--- src/hdl/rie_pkg.sv ---
// Package for the RISC-V instruction encoder: mnemonic codes, format codes,
// opcode constants, the per-mnemonic encoding table and shared structs.
// No dependencies.
`default_nettype none

package rie_pkg;

    // Field widths of one instruction request.
    localparam int unsigned CmdW  = 5;
    localparam int unsigned RegW  = 5;
    localparam int unsigned WordW = 32;

    // Base opcodes.
    localparam logic [6:0] OpReg    = 7'b0110011;
    localparam logic [6:0] OpImm    = 7'b0010011;
    localparam logic [6:0] OpLoad   = 7'b0000011;
    localparam logic [6:0] OpStore  = 7'b0100011;
    localparam logic [6:0] OpBranch = 7'b1100011;
    localparam logic [6:0] OpLui    = 7'b0110111;
    localparam logic [6:0] OpAuipc  = 7'b0010111;
    localparam logic [6:0] OpJal    = 7'b1101111;
    localparam logic [6:0] OpJalr   = 7'b1100111;

    // funct7 values.
    localparam logic [6:0] F7Base = 7'b0000000;
    localparam logic [6:0] F7Alt  = 7'b0100000;
    localparam logic [6:0] F7Mul  = 7'b0000001;

    // Largest 12-bit signed immediate; the check itself works on sign bits.
    localparam int Imm12Max = 2047;

    // Mnemonic codes as carried on the command field.
    typedef enum logic [CmdW-1:0] {
        CMD_ADD   = 5'd0,  CMD_AND  = 5'd1,  CMD_OR   = 5'd2,  CMD_SLL  = 5'd3,
        CMD_SLT   = 5'd4,  CMD_SRA  = 5'd5,  CMD_SRL  = 5'd6,  CMD_SUB  = 5'd7,
        CMD_XOR   = 5'd8,  CMD_MUL  = 5'd9,  CMD_DIV  = 5'd10, CMD_REM  = 5'd11,
        CMD_ADDI  = 5'd12, CMD_ANDI = 5'd13, CMD_ORI  = 5'd14, CMD_LB   = 5'd15,
        CMD_LD    = 5'd16, CMD_LH   = 5'd17, CMD_LW   = 5'd18, CMD_JALR = 5'd19,
        CMD_SB    = 5'd20, CMD_SW   = 5'd21, CMD_SD   = 5'd22, CMD_SH   = 5'd23,
        CMD_BEQ   = 5'd24, CMD_BNE  = 5'd25, CMD_BLT  = 5'd26, CMD_BGE  = 5'd27,
        CMD_AUIPC = 5'd28, CMD_LUI  = 5'd29, CMD_JAL  = 5'd30
    } t_cmd;

    // Instruction formats; FMT_BAD marks an unknown mnemonic.
    typedef enum logic [2:0] {
        FMT_R, FMT_I, FMT_S, FMT_B, FMT_U, FMT_J, FMT_BAD
    } t_fmt;

    typedef struct packed {
        t_fmt       fmt;
        logic [6:0] opcode;
        logic [2:0] funct3;
        logic [6:0] funct7;
    } t_enc_entry;

    // One instruction request as held in the input register.
    typedef struct packed {
        logic [WordW-1:0] target_addr;
        logic [WordW-1:0] pc;
        logic [WordW-1:0] immediate;
        logic [RegW-1:0]  src2_reg;
        logic [RegW-1:0]  src1_reg;
        logic [RegW-1:0]  dest_reg;
        logic [CmdW-1:0]  command;
    } t_instr;

    // Encoded result.
    typedef struct packed {
        logic             status;
        logic [WordW-1:0] machine_word;
    } t_enc_result;

    function automatic t_enc_entry f_mk(t_fmt fmt, logic [6:0] op, logic [2:0] f3,
                                        logic [6:0] f7);
        t_enc_entry e;
        e.fmt    = fmt;
        e.opcode = op;
        e.funct3 = f3;
        e.funct7 = f7;
        return e;
    endfunction

    // Encoding table, one entry per mnemonic.
    function automatic t_enc_entry f_lookup(logic [CmdW-1:0] code);
        t_enc_entry e;
        case (t_cmd'(code))
            CMD_ADD:   e = f_mk(FMT_R, OpReg, 3'd0, F7Base);
            CMD_AND:   e = f_mk(FMT_R, OpReg, 3'd7, F7Base);
            CMD_OR:    e = f_mk(FMT_R, OpReg, 3'd6, F7Base);
            CMD_SLL:   e = f_mk(FMT_R, OpReg, 3'd1, F7Base);
            CMD_SLT:   e = f_mk(FMT_R, OpReg, 3'd2, F7Base);
            CMD_SRA:   e = f_mk(FMT_R, OpReg, 3'd5, F7Alt);
            CMD_SRL:   e = f_mk(FMT_R, OpReg, 3'd5, F7Base);
            CMD_SUB:   e = f_mk(FMT_R, OpReg, 3'd0, F7Alt);
            CMD_XOR:   e = f_mk(FMT_R, OpReg, 3'd4, F7Base);
            CMD_MUL:   e = f_mk(FMT_R, OpReg, 3'd0, F7Mul);
            CMD_DIV:   e = f_mk(FMT_R, OpReg, 3'd4, F7Mul);
            CMD_REM:   e = f_mk(FMT_R, OpReg, 3'd6, F7Mul);
            CMD_ADDI:  e = f_mk(FMT_I, OpImm, 3'd0, F7Base);
            CMD_ANDI:  e = f_mk(FMT_I, OpImm, 3'd7, F7Base);
            CMD_ORI:   e = f_mk(FMT_I, OpImm, 3'd6, F7Base);
            CMD_LB:    e = f_mk(FMT_I, OpLoad, 3'd0, F7Base);
            CMD_LD:    e = f_mk(FMT_I, OpLoad, 3'd3, F7Base);
            CMD_LH:    e = f_mk(FMT_I, OpLoad, 3'd1, F7Base);
            CMD_LW:    e = f_mk(FMT_I, OpLoad, 3'd2, F7Base);
            CMD_JALR:  e = f_mk(FMT_I, OpJalr, 3'd0, F7Base);
            CMD_SB:    e = f_mk(FMT_S, OpStore, 3'd0, F7Base);
            CMD_SW:    e = f_mk(FMT_S, OpStore, 3'd2, F7Base);
            CMD_SD:    e = f_mk(FMT_S, OpStore, 3'd3, F7Base);
            CMD_SH:    e = f_mk(FMT_S, OpStore, 3'd1, F7Base);
            CMD_BEQ:   e = f_mk(FMT_B, OpBranch, 3'd0, F7Base);
            CMD_BNE:   e = f_mk(FMT_B, OpBranch, 3'd1, F7Base);
            CMD_BLT:   e = f_mk(FMT_B, OpBranch, 3'd4, F7Base);
            CMD_BGE:   e = f_mk(FMT_B, OpBranch, 3'd5, F7Base);
            CMD_AUIPC: e = f_mk(FMT_U, OpAuipc, 3'd0, F7Base);
            CMD_LUI:   e = f_mk(FMT_U, OpLui, 3'd0, F7Base);
            CMD_JAL:   e = f_mk(FMT_J, OpJal, 3'd0, F7Base);
            default:   e = f_mk(FMT_BAD, 7'd0, 3'd0, F7Base);
        endcase
        return e;
    endfunction

endpackage

`default_nettype wire

--- src/hdl/rie_encode.sv ---
// Combinational instruction encoder: table lookup, immediate range checks
// and field packing for the R, I, S, B, U and J formats.
// Depends on rie_pkg.
`default_nettype none

module rie_encode
    import rie_pkg::*;
(
    input  var t_instr      i_instr,
    output var t_enc_result o_result
);

    // Word bits 31..11 of a 12-bit signed immediate must all equal the sign.
    localparam int unsigned Imm12Bits = $clog2(Imm12Max + 1) + 1;

    t_enc_entry  w_entry;
    logic [31:0] w_off;
    logic [31:0] w_imm;
    logic        w_imm12_ok;
    logic        w_imm20_ok;

    assign w_entry = f_lookup(i_instr.command);
    assign w_imm   = i_instr.immediate;
    assign w_off   = i_instr.target_addr - i_instr.pc;

    // Range checks: 12-bit signed for I and S, 0..2^20-1 for U.
    assign w_imm12_ok = (w_imm[31:Imm12Bits-1] == '0) || (w_imm[31:Imm12Bits-1] == '1);
    assign w_imm20_ok = (w_imm[31:20] == 12'd0);

    // Pack the word for the selected format; errors give a zero word.
    always_comb begin
        o_result.machine_word = '0;
        o_result.status       = 1'b0;
        case (w_entry.fmt)
            FMT_R: begin
                o_result.machine_word = {w_entry.funct7, i_instr.src2_reg, i_instr.src1_reg,
                                         w_entry.funct3, i_instr.dest_reg, w_entry.opcode};
            end
            FMT_I: begin
                if (w_imm12_ok) begin
                    o_result.machine_word = {w_imm[11:0], i_instr.src1_reg, w_entry.funct3,
                                             i_instr.dest_reg, w_entry.opcode};
                end else begin
                    o_result.status = 1'b1;
                end
            end
            FMT_S: begin
                if (w_imm12_ok) begin
                    o_result.machine_word = {w_imm[11:5], i_instr.src2_reg, i_instr.src1_reg,
                                             w_entry.funct3, w_imm[4:0], w_entry.opcode};
                end else begin
                    o_result.status = 1'b1;
                end
            end
            FMT_B: begin
                o_result.machine_word = {w_off[12], w_off[10:5], i_instr.src2_reg,
                                         i_instr.src1_reg, w_entry.funct3, w_off[4:1],
                                         w_off[11], w_entry.opcode};
            end
            FMT_U: begin
                if (w_imm20_ok) begin
                    o_result.machine_word = {w_imm[19:0], i_instr.dest_reg, w_entry.opcode};
                end else begin
                    o_result.status = 1'b1;
                end
            end
            FMT_J: begin
                o_result.machine_word = {w_off[20], w_off[10:1], w_off[11], w_off[19:12],
                                         i_instr.dest_reg, w_entry.opcode};
            end
            default: begin
                o_result.status = 1'b1;
            end
        endcase
    end

endmodule

`default_nettype wire

--- src/hdl/riscv_instruction_encoder.sv ---
// An accepted input word is held in the input register and its encoded result
// then in the result register, where it waits until it is taken.
// Throughput: one word per cycle; the two stages advance whenever the result
// register is empty or its word is taken.
// Reset (synchronous, active low) empties both stages; there is no other state.
// Top level of the RISC-V instruction encoder. Depends on rie_pkg, rie_encode.
`default_nettype none

module riscv_instruction_encoder
    import rie_pkg::*;
(
    input  wire          i_clk,
    input  wire          i_rst_n,
    // Input word.
    input  wire          s_axis_tvalid,
    output logic         s_axis_tready,
    // tdata from bit 0: command[4:0], dest_reg[9:5], src1_reg[14:10],
    // src2_reg[19:15], immediate[51:20], pc[83:52], target_addr[115:84], zero pad
    input  wire  [119:0] s_axis_tdata,
    // Result word.
    output logic         m_axis_tvalid,
    input  wire          m_axis_tready,
    // tdata from bit 0: machine_word[31:0], status[32], zero pad
    output logic [39:0]  m_axis_tdata
);

    t_instr      r_instr;
    logic        r_in_valid;
    t_enc_result r_result;
    logic        r_out_valid;
    t_enc_result w_result;
    logic        w_out_ready;
    logic        w_in_ready;

    // Each stage can load when it is empty or its content moves on.
    assign w_out_ready   = !r_out_valid || m_axis_tready;
    assign w_in_ready    = !r_in_valid || w_out_ready;
    assign s_axis_tready = w_in_ready;

    // Input register.
    always_ff @(posedge i_clk) begin
        if (!i_rst_n) begin
            r_in_valid <= 1'b0;
        end else if (w_in_ready) begin
            r_in_valid <= s_axis_tvalid;
        end
    end

    always_ff @(posedge i_clk) begin
        if (w_in_ready && s_axis_tvalid) begin
            r_instr <= t_instr'(s_axis_tdata[$bits(t_instr)-1:0]);
        end
    end

    rie_encode u_encode (
        .i_instr  (r_instr),
        .o_result (w_result)
    );

    // Result register.
    always_ff @(posedge i_clk) begin
        if (!i_rst_n) begin
            r_out_valid <= 1'b0;
        end else if (w_out_ready) begin
            r_out_valid <= r_in_valid;
        end
    end

    always_ff @(posedge i_clk) begin
        if (w_out_ready && r_in_valid) begin
            r_result <= w_result;
        end
    end

    assign m_axis_tvalid = r_out_valid;
    assign m_axis_tdata  = {{(40 - $bits(t_enc_result)){1'b0}}, r_result};

    // A word in the input stage reaches the result stage when it has room.
    a_advance: assert property (@(posedge i_clk) disable iff (!i_rst_n)
        (r_in_valid && w_out_ready) |=> r_out_valid)
        else $error("encoded word not moved into result register");

    // A flagged error never carries a nonzero word.
    a_err_zero: assert property (@(posedge i_clk) disable iff (!i_rst_n)
        (r_out_valid && r_result.status) |-> (r_result.machine_word == '0))
        else $error("error result with nonzero machine word");

    // An empty input stage always takes a new word.
    a_in_room: assert property (@(posedge i_clk) disable iff (!i_rst_n)
        !r_in_valid |-> s_axis_tready)
        else $error("input stalled while input register is empty");

    // Reset leaves no result pending.
    a_reset_empty: assert property (@(posedge i_clk)
        !i_rst_n |=> !m_axis_tvalid)
        else $error("result valid right after reset");

endmodule

`default_nettype wire
--- config.mk ---
export PLATFORM = sky130hd
export DESIGN_NAME = riscv_instruction_encoder
export DESIGN_NICKNAME = d
export VERILOG_FILES = /design/src/hdl/rie_pkg.sv /design/src/hdl/rie_encode.sv /design/src/hdl/riscv_instruction_encoder.sv
export SDC_FILE = /design/constraint.sdc
export NUM_CORES = 1
export LEC_CHECK = 0
export ABC_AREA = 1
export BUFFER_PORTS_ARGS = -buffer_cell sky130_fd_sc_hd__buf_2
export CORE_ASPECT_RATIO = 0.8
export CORE_MARGIN = 1.5
export CORE_UTILIZATION = 59
export CTS_CLUSTER_DIAMETER = 120
export CTS_CLUSTER_SIZE = 24
export DETAILED_ROUTE_END_ITERATION = 8
export HOLD_SLACK_MARGIN = 0.05
export PLACE_DENSITY = 0.9
export SYNTH_ARGS = -nofsm -noshare
export SYNTH_HDL_FRONTEND = slang
export SYNTH_HIERARCHICAL = 1
export SYNTH_SLANG_ARGS = --single-unit
--- constraint.sdc ---
create_clock -name i_clk -period 6.31 [get_ports i_clk]
set_input_delay 0.9465 -clock i_clk [delete_from_list [all_inputs] [get_ports i_clk]]
set_output_delay 0.9465 -clock i_clk [all_outputs]
set_load 0.02 [all_outputs]
Yosys cells after proc, flatten, opt, wreduce, memory -nomap -nowiden. Memory sizes are Yosys's and may differ from the RTL's. A register that Yosys moved wholly into a read port is not among the register bits. Cells that the tools add are included.

ROM bits: 480. Bits in registers: 129. Input port bits: 124. Word-level logic and storage cells: 39. Output and inout bits: 42. Memories kept: 1.

Equality and inequality tests: 6. Add/subtract/negate cells: 1. Mux-type cells: 8. Reduce and logical (&&, ||, !) cells: 12.

Memories: (name not given) (depth 32, width 15, rd ports 1, clocked after Yosys merged registers in 1, write ports 0, RTL line rie_pkg.sv:86) `case (t_cmd'(code))`.

Operators with widths (count): one-hot mux 32 bit (6 select lines) (1); 2-to-1 mux 32 bit (3); equality test 21 bit, second input constant (1); logical NOT 21 bit (1); subtractor 21 bit (1); logical NOT 12 bit (1); equality test 3 x 2 -> 1 bit, second input constant (2); equality test 3 bit, second input constant (2); 2-to-1 mux 5 bit (1); equality test 3 x 1 -> 1 bit, second input constant (1); logical NOT 3 bit (1); logical OR 1 bit (3); one-hot mux 1 bit (3 select lines) (1); OR reduction 3 bit (1); logical AND 1 bit (2); logical NOT 1 bit (2); 2-to-1 mux 1 bit (2); OR reduction 2 bit (1).

Longest topological paths before layout.
Word-level depth: 5. Gate-level depth with buffers: 15. Gate-level depth less buffers: 15.

By module. Netlist, hierarchy kept.

By module, submodules not included: riscv_instruction_encoder (times used 1, sequential area each 4514.3 µm², area each 4625.7 µm², cells an instance 170); rie_encode (times used 1, sequential area each 0.0 µm², area each 2707.6 µm², cells an instance 521).

Least setup slack after synthesis. Ideal clock, no wire load.

Path type: input port to flip-flop. From: in m_axis_tready. To: reg r_instr[0] in the netlist's numbering (enable). Data arrival time: 3454 ps. Setup slack: 2387 ps. Stages on the path: 4. Required time: 5840 ps. Path buffers: 0. Setup time: 470 ps. Cell sequence: inv_1 > nand3_2 > nand2_1 > inv_1.

Cells in the longest elaborated chain, start to end: 3.

Ends and longest elaborated chain: from (decl) (RTL line riscv_instruction_encoder.sv:22) `input wire m_axis_tready,`; logical OR 1 bit (RTL line riscv_instruction_encoder.sv:36) `assign w_out_ready = !r_out_valid || m_axis_tready;`; logical OR 1 bit (RTL line riscv_instruction_encoder.sv:37) `assign w_in_ready = !r_in_valid || w_out_ready;`; net s_axis_tready (RTL line riscv_instruction_encoder.sv:16) `output logic s_axis_tready,`; logical AND 1 bit (RTL line riscv_instruction_encoder.sv:50) `if (w_in_ready && s_axis_tvalid) begin`; to (signal assigned) (RTL line riscv_instruction_encoder.sv:51) `r_instr <= t_instr'(s_axis_tdata[$bits(t_instr)-1:0]);`; to (decl) (RTL line riscv_instruction_encoder.sv:27) `t_instr r_instr;`.

The timed path passes the listed nets, and every way through them passes these cells. A chain may end at the register's enable or synchronous reset.

==> results.md <==
* Core ar. at approximately 0.011 sq mm
* Setup_tns at 0 ps
* Total grt overflow at 0
* Row Count at 34
* Max VDD drop at around 0.25 mV
* Final GP Congestion at a little over 0.9
* Tmin final at 2726 ps
* Vias in the first global route at ~4800
* Max Slew Vio Count at 0
* Max_slew headroom at 21.28%
* WL/cell at 15.18 microns
* Leading cell type in the layout, fill and taps excluded: nand2_1
* Pre-CTS setup slack at between 3000 and 4000 ps
* Post-CTS sizing at 0
* Fmax at between 0.3 and 0.4 GHz
* Max-cap violations at 0
* Total power after layout at roughly 2.3 mW
* Pwr/cell area at 290.8 mW/mm^2
* TritonRoute pass-1 iters at 5
* Via/cell ratio at approximately 5.3
* Total CTS buffers at 17
* Port-buffer cells at 132
* Max clock buf depth at 2
* Startpoint Class: flip-flop
* CP endpoint kind: flip-flop
* Crit Path Class: reg -> reg
* Outcome: complete, no violations
* Yosys warns at 6
* Largest net degree at the start of global routing at 95
* Worst Hold Class: reg -> reg
* P_leak at around 3.7 nW
* First-pass GRT wire length at about 23000 microns
* Post-DRT Antenna Nets at 0
* Die area at around 0.012 sq mm
* Drc violations at 0
* Least-Margin Pin Slew at around 1200 ps
* Die Ht at between 90 and 100 microns
* Endpoints failing hold at 0
* CTS Sinks at 129
* CTS H-Tree Depth at 4
* Filler cells at between 700 and 800
* Clock-pin slew on the worst setup and hold paths at roughly 60 ps
* Worst-case clock skew at just under 8 ps
* Root Driver: clkbuf_16
* Top Ports at 166
* Share of layout cells above drive strength 1 at a little over a quarter
* Area Overhead vs Synth at 20.29%
* Ant. Diodes at 0
* Period Utilization, post-route at 43.20%
* Cell count after synthesis at between 600 and 700
* CP max FO at 20
* Avg Cell Area, Syn at ~10 sq um
* Hpwl dp at between 10000 and 15000 microns
* GRT Total Usage at between 20 and 30%
* Hold Buf Count CTS at 0
* Most frequent cells in the layout: nand2_1, buf_2, edfxtp_1
* Worst-Skew Late Latency at between 400 and 500 ps
* Initial core utilization at around 61%
* # Post-CTS Setup Buffers at 0
* Worst endpoint required time at approximately 6600 ps
* NumNets Final at a little under 1000
* Via count at 5136
* # setup viols final at 0
* Chip Width at approximately 120 microns
* Initial antenna violation count at 0
* CTS tree: built
* Initial drt markers at ~460
* CP arrival at 3010 ps
* Total Wirelength at roughly 15000 microns
* Hold slack at a little over 500 ps
* Final Util at around 73%
* Mapped Area at 0.006673 sq mm
* Final setup margin at between 3000 and 4000 ps
* Unrepaired setup endpoints after global routing: no
==> critical path, stage by stage (launching register included) <==
cell	delay [ps]
edfxtp_1	460
ha_1	270
inv_1	150
nand3_1	110
nand3_2	140
nand4_1	180
nor2_2	860
nor2_1	110
nand2_2	170
nand2_1	60
nand2_1	70
==> cell type report <==
class / instances / area, sq um / area share [%]
well taps: 144 / 180.2 / 2.245
inverters: 90 / 344.1 / 4.287
clock buffers: 18 / 429.2 / 5.347
repair buffers: 133 / 668.1 / 8.324
multi-input cells: 440 / 2361 / 29.42
flip-flops and latches: 129 / 3854 / 48.01
clock inverters: 14 / 190.2 / 2.369
==> final timing paths <==
path              startpoint         endpoint  slack (ps)  cells after the start
hold reg to reg   r_in_valid       r_in_valid         500                      2
setup reg to reg  r_instr[0]  m_axis_tdata[9]        3580                     10
hold / removal    r_in_valid       r_in_valid         500                      2
setup / recovery  r_instr[0]  m_axis_tdata[9]        3580                     10
==> where the power goes <==
group / total [mW] / leakage [nW] / internal (mW) / switching [mW]
Clock: 1.03 / 0.300 / 0.660 / 0.365
Combinational: 0.281 / 2.18 / 0.0980 / 0.183
Sequential: 1.03 / 1.26 / 1.00 / 0.0253
==> routing by layer <==
metal	GRT usage (%)	wire [microns]
met1	31.03	5885
met2	42.35	7238
met3	7.126	1265
met4	9.683	305
met5	0	0
==> state kept, by name (all words and copies together), names as in the netlist <==
signal,cells
m_axis_tvalid,1
r_in_valid,1
m_axis_tdata,33
r_instr,94
==> metrics by stage <==
stage | cells | cell area, sq um
finish | 968 | 8026
global route | 968 | 8026
CTS | 968 | 8026
detailed placement | 936 | 7407
global placement | 936 | 7407
floorplan | 675 | 6695
Note: power is estimated with default switching activity, not from simulation.
